`src/rtl/sha1md_pkg.sv`:
```
// Shared constants for the SHA-1 digest engine.
package sha1md_pkg;

  localparam int ROUNDS     = 80;
  localparam int LEN_POS    = 56;  // first byte of the length field in the last block
  localparam int NUM_WORDS  = 5;
  localparam logic [7:0] PAD_BYTE = 8'h80;

  localparam logic [31:0] IV [NUM_WORDS] = '{
    32'h67452301, 32'hefcdab89, 32'h98badcfe, 32'h10325476, 32'hc3d2e1f0
  };

  localparam logic [31:0] K0 = 32'h5a827999;
  localparam logic [31:0] K1 = 32'h6ed9eba1;
  localparam logic [31:0] K2 = 32'h8f1bbcdc;
  localparam logic [31:0] K3 = 32'hca62c1d6;

endpackage

```
`src/rtl/sha1_message_digest_top.sv`:
```
// SHA-1 engine: byte intake, padding, iterative 80-round compression, digest readout.
// Intake: a byte that does not fill a block is simply stored; the 64th byte of a block
//   starts the compression (load, 80 rounds on one shared round adder, chain update).
// End of message: up to 64 pad bytes at one per cycle, then compression of each padded block
//   (two blocks when fewer than 9 bytes are left), then 5 digest words.
// No byte is taken while a block is compressed, since there is a single round datapath.
// Reset (sync, rst_n low): chain value to the SHA-1 IV, byte count zero, idle;
//   block buffer and round variables are not cleared.
module sha1_message_digest_top #(
  parameter int LENGTH_WIDTH = 61
) (
  input  logic        clk,
  input  logic        rst_n,
  input  logic        in_valid,
  output logic        in_ready,
  input  logic [7:0]  in_byte_value,
  input  logic        in_byte_valid,
  input  logic        in_end_message,
  output logic        out_valid,
  input  logic        out_ready,
  output logic [31:0] out_digest_word,
  output logic [2:0]  out_word_index,
  output logic        out_last_word
);

  typedef enum logic [2:0] {
    ST_IDLE, ST_PAD, ST_LOAD, ST_ROUND, ST_ADD, ST_OUT
  } state_t;

  state_t                  state_r, state_nxt;
  logic [LENGTH_WIDTH-1:0] cnt_r, cnt_nxt, cnt_inc;
  logic [31:0]             h_r [sha1md_pkg::NUM_WORDS];
  logic [31:0]             h_nxt [sha1md_pkg::NUM_WORDS];
  logic [6:0]              rnd_r, rnd_nxt;
  logic [5:0]              pos_r, pos_nxt;
  logic                    pad_r, pad_nxt;
  logic                    fin_r, fin_nxt;
  logic                    first_r, first_nxt;
  logic [2:0]              oidx_r, oidx_nxt;

  // datapath, no reset
  logic [511:0] blk_r, blk_nxt;
  logic [31:0]  a_r, b_r, c_r, d_r, e_r;
  logic [31:0]  a_nxt, b_nxt, c_nxt, d_nxt, e_nxt;

  logic        accept_in;
  logic [63:0] bitlen;
  logic [5:0]  lsel;
  logic [7:0]  pad_val;
  logic [31:0] w_mix, w_t, f_t, k_t, t_sum;

  assign in_ready        = (state_r == ST_IDLE);
  assign accept_in       = in_valid && in_ready;
  assign out_valid       = (state_r == ST_OUT);
  assign out_digest_word = h_r[oidx_r];
  assign out_word_index  = oidx_r;
  assign out_last_word   = (oidx_r == 3'(sha1md_pkg::NUM_WORDS - 1));

  assign cnt_inc = cnt_r + LENGTH_WIDTH'(1);
  assign bitlen  = 64'(cnt_r) << 3;
  assign lsel    = {~pos_r[2:0], 3'b000};

  always_comb begin
    if (first_r) begin
      pad_val = sha1md_pkg::PAD_BYTE;
    end else if (fin_r && (pos_r >= 6'(sha1md_pkg::LEN_POS))) begin
      pad_val = bitlen[lsel +: 8];  // big-endian bit length
    end else begin
      pad_val = 8'h00;
    end
  end

  // schedule taps: window word 0 is w[t-16]
  assign w_mix = blk_r[511:480] ^ blk_r[447:416] ^ blk_r[255:224] ^ blk_r[95:64];
  assign w_t   = (rnd_r < 7'd16) ? blk_r[511:480] : {w_mix[30:0], w_mix[31]};

  always_comb begin
    if (rnd_r < 7'd20) begin
      f_t = (b_r & c_r) | (~b_r & d_r);
      k_t = sha1md_pkg::K0;
    end else if (rnd_r < 7'd40) begin
      f_t = b_r ^ c_r ^ d_r;
      k_t = sha1md_pkg::K1;
    end else if (rnd_r < 7'd60) begin
      f_t = (b_r & c_r) | (b_r & d_r) | (c_r & d_r);
      k_t = sha1md_pkg::K2;
    end else begin
      f_t = b_r ^ c_r ^ d_r;
      k_t = sha1md_pkg::K3;
    end
  end

  assign t_sum = {a_r[26:0], a_r[31:27]} + f_t + e_r + k_t + w_t;

  always_comb begin
    state_nxt = state_r;
    cnt_nxt   = cnt_r;
    h_nxt     = h_r;
    rnd_nxt   = rnd_r;
    pos_nxt   = pos_r;
    pad_nxt   = pad_r;
    fin_nxt   = fin_r;
    first_nxt = first_r;
    oidx_nxt  = oidx_r;
    blk_nxt   = blk_r;
    a_nxt     = a_r;
    b_nxt     = b_r;
    c_nxt     = c_r;
    d_nxt     = d_r;
    e_nxt     = e_r;
    unique case (state_r)
      ST_IDLE: begin
        if (accept_in) begin
          pad_nxt   = in_end_message;
          first_nxt = 1'b1;
          if (in_byte_valid) begin
            blk_nxt = {blk_r[503:0], in_byte_value};
            cnt_nxt = cnt_inc;
            pos_nxt = cnt_inc[5:0];
            fin_nxt = (cnt_inc[5:0] < 6'(sha1md_pkg::LEN_POS));
            if (cnt_r[5:0] == 6'h3f) begin
              state_nxt = ST_LOAD;
            end else if (in_end_message) begin
              state_nxt = ST_PAD;
            end
          end else begin
            pos_nxt = cnt_r[5:0];
            fin_nxt = (cnt_r[5:0] < 6'(sha1md_pkg::LEN_POS));
            if (in_end_message) begin
              state_nxt = ST_PAD;
            end
          end
        end
      end
      ST_PAD: begin
        blk_nxt   = {blk_r[503:0], pad_val};
        first_nxt = 1'b0;
        pos_nxt   = pos_r + 6'd1;
        if (pos_r == 6'h3f) begin
          state_nxt = ST_LOAD;
        end
      end
      ST_LOAD: begin
        a_nxt     = h_r[0];
        b_nxt     = h_r[1];
        c_nxt     = h_r[2];
        d_nxt     = h_r[3];
        e_nxt     = h_r[4];
        rnd_nxt   = 7'd0;
        state_nxt = ST_ROUND;
      end
      ST_ROUND: begin
        blk_nxt = {blk_r[479:0], w_t};
        a_nxt   = t_sum;
        b_nxt   = a_r;
        c_nxt   = {b_r[1:0], b_r[31:2]};
        d_nxt   = c_r;
        e_nxt   = d_r;
        rnd_nxt = rnd_r + 7'd1;
        if (rnd_r == 7'(sha1md_pkg::ROUNDS - 1)) begin
          state_nxt = ST_ADD;
        end
      end
      ST_ADD: begin
        h_nxt[0] = h_r[0] + a_r;
        h_nxt[1] = h_r[1] + b_r;
        h_nxt[2] = h_r[2] + c_r;
        h_nxt[3] = h_r[3] + d_r;
        h_nxt[4] = h_r[4] + e_r;
        if (!pad_r) begin
          state_nxt = ST_IDLE;
        end else if (first_r) begin
          // closing byte filled the block: the whole pad block is still to come
          state_nxt = ST_PAD;
        end else if (fin_r) begin
          oidx_nxt  = 3'd0;
          state_nxt = ST_OUT;
        end else begin
          // length did not fit: one more block of zeros and length
          fin_nxt   = 1'b1;
          state_nxt = ST_PAD;
        end
      end
      ST_OUT: begin
        if (out_ready) begin
          if (out_last_word) begin
            h_nxt     = sha1md_pkg::IV;
            cnt_nxt   = '0;
            pad_nxt   = 1'b0;
            state_nxt = ST_IDLE;
          end else begin
            oidx_nxt = oidx_r + 3'd1;
          end
        end
      end
      default: state_nxt = ST_IDLE;
    endcase
  end

  always_ff @(posedge clk) begin
    if (!rst_n) begin
      state_r <= ST_IDLE;
      cnt_r   <= '0;
      h_r     <= sha1md_pkg::IV;
      rnd_r   <= '0;
      pos_r   <= '0;
      pad_r   <= 1'b0;
      fin_r   <= 1'b0;
      first_r <= 1'b0;
      oidx_r  <= '0;
    end else begin
      state_r <= state_nxt;
      cnt_r   <= cnt_nxt;
      h_r     <= h_nxt;
      rnd_r   <= rnd_nxt;
      pos_r   <= pos_nxt;
      pad_r   <= pad_nxt;
      fin_r   <= fin_nxt;
      first_r <= first_nxt;
      oidx_r  <= oidx_nxt;
    end
  end

  always_ff @(posedge clk) begin
    blk_r <= blk_nxt;
    a_r   <= a_nxt;
    b_r   <= b_nxt;
    c_r   <= c_nxt;
    d_r   <= d_nxt;
    e_r   <= e_nxt;
  end

  a_no_intake_during_readout: assert property (@(posedge clk) disable iff (!rst_n)
    out_valid |-> !in_ready)
    else $error("input accepted while digest words pending");

  a_idle_after_last_word: assert property (@(posedge clk) disable iff (!rst_n)
    (out_valid && out_ready && out_last_word) |=> (in_ready && cnt_r == '0))
    else $error("engine not back to initial state after digest");

  a_round_in_range: assert property (@(posedge clk) disable iff (!rst_n)
    (state_r == ST_ROUND) |-> (rnd_r < 7'(sha1md_pkg::ROUNDS)))
    else $error("round counter overran");

  a_readout_only_when_padded: assert property (@(posedge clk) disable iff (!rst_n)
    (state_r == ST_ADD && !pad_r) |=> !out_valid)
    else $error("digest emitted without end of message");

endmodule
```
`config.mk`:
```
export PLATFORM = sky130hd
export DESIGN_NAME = sha1_message_digest_top
export DESIGN_NICKNAME = d
export VERILOG_FILES = /design/src/rtl/sha1md_pkg.sv /design/src/rtl/sha1_message_digest_top.sv
export SDC_FILE = /design/constraint.sdc
export NUM_CORES = 2
export LEC_CHECK = 0
export ABC_AREA = 1
export BUFFER_PORTS_ARGS = -buffer_cell sky130_fd_sc_hd__buf_2
export CAP_MARGIN = 20
export CORE_UTILIZATION = 45
export DETAILED_ROUTE_END_ITERATION = 10
export GPL_TIMING_DRIVEN = 1
export PLACE_DENSITY_LB_ADDON = 0.08
export SKIP_CTS_REPAIR_TIMING = 1
export SKIP_LAST_GASP = 1
export SYNTH_ARGS = -nofsm -noshare
export SYNTH_HDL_FRONTEND = slang
export SYNTH_SLANG_ARGS = --single-unit
```
`constraint.sdc`:
```
create_clock -name clk -period 11.2 [get_ports clk]
set_clock_uncertainty 0.1 [all_clocks]
set_input_delay 0 -clock clk [delete_from_list [all_inputs] [get_ports clk]]
set_output_delay 0 -clock clk [all_outputs]
set_load 0.05 [all_outputs]
```
==> flow_summary.json <==
{
  "status": "completed",
  "dpl.hpwl_um": 167000,
  "slew_viol_final": 0,
  "slew-limit-headroom": 0.183,
  "drt_iter0_drc": 6557,
  "port_buffers": 51,
  "insertion_delay_ps": 740,
  "worstMarginPinSlew_ps": 1210,
  "netlist_instances": 7395,
  "clkTransAtPathRegs_ps": 70,
  "multi_input_area_um2": 28300,
  "grtUsageTotal": 0.337,
  "synth-main-ff-cell": "edfxtp_1",
  "highest_layer": "met5",
  "power.leakage_nw": 25.6,
  "start_util": 0.456,
  "num_vias": 51800,
  "cap_viol_max_count": 0,
  "crit_top_cell": "nand2_1",
  "fp.dieH_um": 359,
  "vdd_drop_max_uv": 273,
  "nets": 7680,
  "grt_max_degree": 254,
  "powerDensity_nw_per_um2": 278,
  "core-area_um2": 126000,
  "pwr-share-seq": 0.364,
  "synth_edf_count": 672,
  "clockRootBuffer": "clkbuf_16",
  "post_drt_wl_per_cell_um": 24.4,
  "dp_cells": 8867,
  "crit_required_ps": 11590,
  "p_sw_w": 0.00754,
  "gp_congestion": 1.01,
  "fillers": 12500,
  "critical_path_arrival_ps": 6900,
  "cp_cell_sequence": "inv_1 > nand2_1 > nand2_1 > nand2_1 > buf_4 > nand2_1 > buf_4 > nand2_1 > inv_2 > a221oi_1 > fa_1 > fa_1 > inv_1 > ha_1 > inv_1 > fa_1 > o21ai_0 > a21oi_1 > o21ai_0 > nand3_1 > nand3_1 > nand2_1 > nand3_1 > nand2_1",
  "startpoint_type": "flip-flop",
  "syn_to_final_growth_pct": 9.52,
  "ys_seq_elements": 915,
  "yosys.area.top_type": "edfxtp_1",
  "swShare": 0.431,
  "ios": 52,
  "setup_viol": 0,
  "rsz0062_at_grt": "false",
  "yosysWarningCount": 0,
  "cts_buffers": 107,
  "cp-end-kind": "flip-flop",
  "cts_tree": "done",
  "final_cell_mix": "nand2_1, inv_1, o21ai_0",
  "syn_area_um2": 57500,
  "max_freq_mhz": 154,
  "intPower_w": 0.00998,
  "slowest_stage": "nand2_1",
  "clk_path_buf_depth": 3,
  "die-area_um2": 129000,
  "wl_met1_um": 97300,
  "yosysTopAreaCellShare": 0.351,
  "crit_type": "reg2reg",
  "fin_cells": 9085,
  "post-route-min-period_ps": 6510,
  "yosysSeqAreaShare": 0.436,
  "avgSynthCellArea_um2": 7.77,
  "synth.area.top_cells": "edfxtp_1, nand2_1, dfxtp_1, o21ai_0, inv_1",
  "grt_first_pass_wirelength_um": 324000,
  "synth_nets": 7733,
  "wl_met2_um": 96300,
  "power_frac_comb": 0.426,
  "row_count": 130,
  "hold_path.class": "in2reg",
  "yosysUniqueCellTypes": 53,
  "max_stage_delay_ps": 600,
  "finalHoldViolCount": 0,
  "fp.dieW_um": 359,
  "synth-async-reset-ratio": 0,
  "grt_overflow_total": 0,
  "clock-sinks": 915,
  "final_common_cell": "nand2_1",
  "area.sequential_um2": 25000,
  "clkPwrFrac": 0.209,
  "crit_path_max_fanout": 20,
  "htree_levels": 3,
  "fin_setup_tns_ps": 0,
  "grt_pass1_vias": 48900,
  "drtPass1Iterations": 8,
  "drc": 0,
  "antenna_found_initial": 2,
  "routed_wl_um": 222000,
  "dr_wl_met3_um": 15800,
  "drive_above_1_share": 0.0433,
  "ant_nets": 0,
  "period_share": 0.581,
  "viasPerCell": 5.70
}
synthesized netlist by cell type, types with 3 or more instances:
cell type,number
inv_1,780
and2_1,4
inv_2,14
nand3b_1,22
a21oi_1,546
nand3_1,304
buf_2,70
xor2_1,47
a21o_1,29
o21a_1,17
a211oi_1,8
o21bai_1,33
edfxtp_1,672
nand2_1,2369
dfxtp_1,243
or2_2,14
o22ai_1,7
and3_1,6
ha_1,199
buf_1,13
o221ai_1,16
nor3_1,90
a221oi_1,6
nor4_1,11
fa_1,125
a21boi_0,16
nand4_1,84
o21ai_0,757
xnor2_1,103
o211ai_1,55
nor2_1,461
nor2_2,3
a31oi_1,42
clkbuf_1,198
nand2_2,5
buf_6,3
registers in the layout (all words and copies together), names as in the netlist:
signal          count
a_r                32
b_r                32
blk_r             512
c_r                32
cnt_r              61
d_r                32
e_r                32
fin_r               1
first_r             1
h_r               160
out_word_index      3
pad_r               1
pos_r               6
rnd_r               7
state_r             3
metal layers:
metal  vias to the layer above  GRT usage
met4                         2      0.168
met1                     24800      0.470
met3                       496     0.0485
li1                      24500          -
met5                         -          0
met2                      2037      0.511
through the flow:
stage / setup WS (ps) / utilization / cell area (um^2) / hold slack (ps) / power (W)
after floorplan: 1670 / - / 57500 / 52.8 / 0.0115
after detailed placement: 4810 / 0.469 / 59100 / 238 / 0.0138
final: 4690 / 0.499 / 62900 / 45.4 / 0.0175
after global routing: 4230 / 0.499 / 62900 / 43.3 / 0.0187
after global placement: 4870 / 0.469 / 59100 / 242 / 0.0138
after CTS: 4830 / 0.498 / 62700 / -550 / 0.0175
cell families (layout without fill, tap and decap cells):
logic type / count (synthesis) / count (layout) / synth area share
fa+ha+maj: 324 / 324 / 0.0869
simple gates: 3381 / 3381 / 0.237
other cells: 0 / 3 / 0
xor+xnor: 150 / 150 / 0.0229
buf+inv: 1080 / 1117 / 0.0725
flops: 915 / 915 / 0.436
compound gates: 1545 / 1545 / 0.145
worst max-delay path: cells and delay by family, from the launching register on:
kind,cells,cell delay (ps)
buf+inv,6,1150
flops,1,400
fa+ha+maj,4,1560
compound gates,4,1700
simple gates,10,1340
cell type report:
class | count | area share
antenna | 3 | 0.000119
clock buffer | 140 | 0.0456
clock inverter | 59 | 0.0119
inverter | 795 | 0.0478
multi-input combinational | 5400 | 0.450
sequential | 915 | 0.398
tap | 1650 | 0.0328
timing repair buffer | 123 | 0.0142
power groups by stage:
stage | Sequential (W) | Clock [W] | Combinational, W
2_1_floorplan | 0.00645 | 0 | 0.00509
3_3_place_gp | 0.00643 | 0 | 0.00739
6_report | 0.00638 | 0.00367 | 0.00747
3_5_place_dp | 0.00643 | 0 | 0.00736
5_1_grt | 0.00652 | 0.00384 | 0.00831
4_1_cts | 0.00638 | 0.00372 | 0.00741
worst paths after layout:
check,from,end,slack (ps),cells past startpoint
hold reg to reg,h_r[117],h_r[117],390,2
setup / recovery,rnd_r[4],a_r[27],4690,24
setup reg to reg,rnd_r[4],a_r[27],4690,24
hold / removal,in_byte_value[4],blk_r[4],50,4
Note: power is estimated with default switching activity, not from simulation.
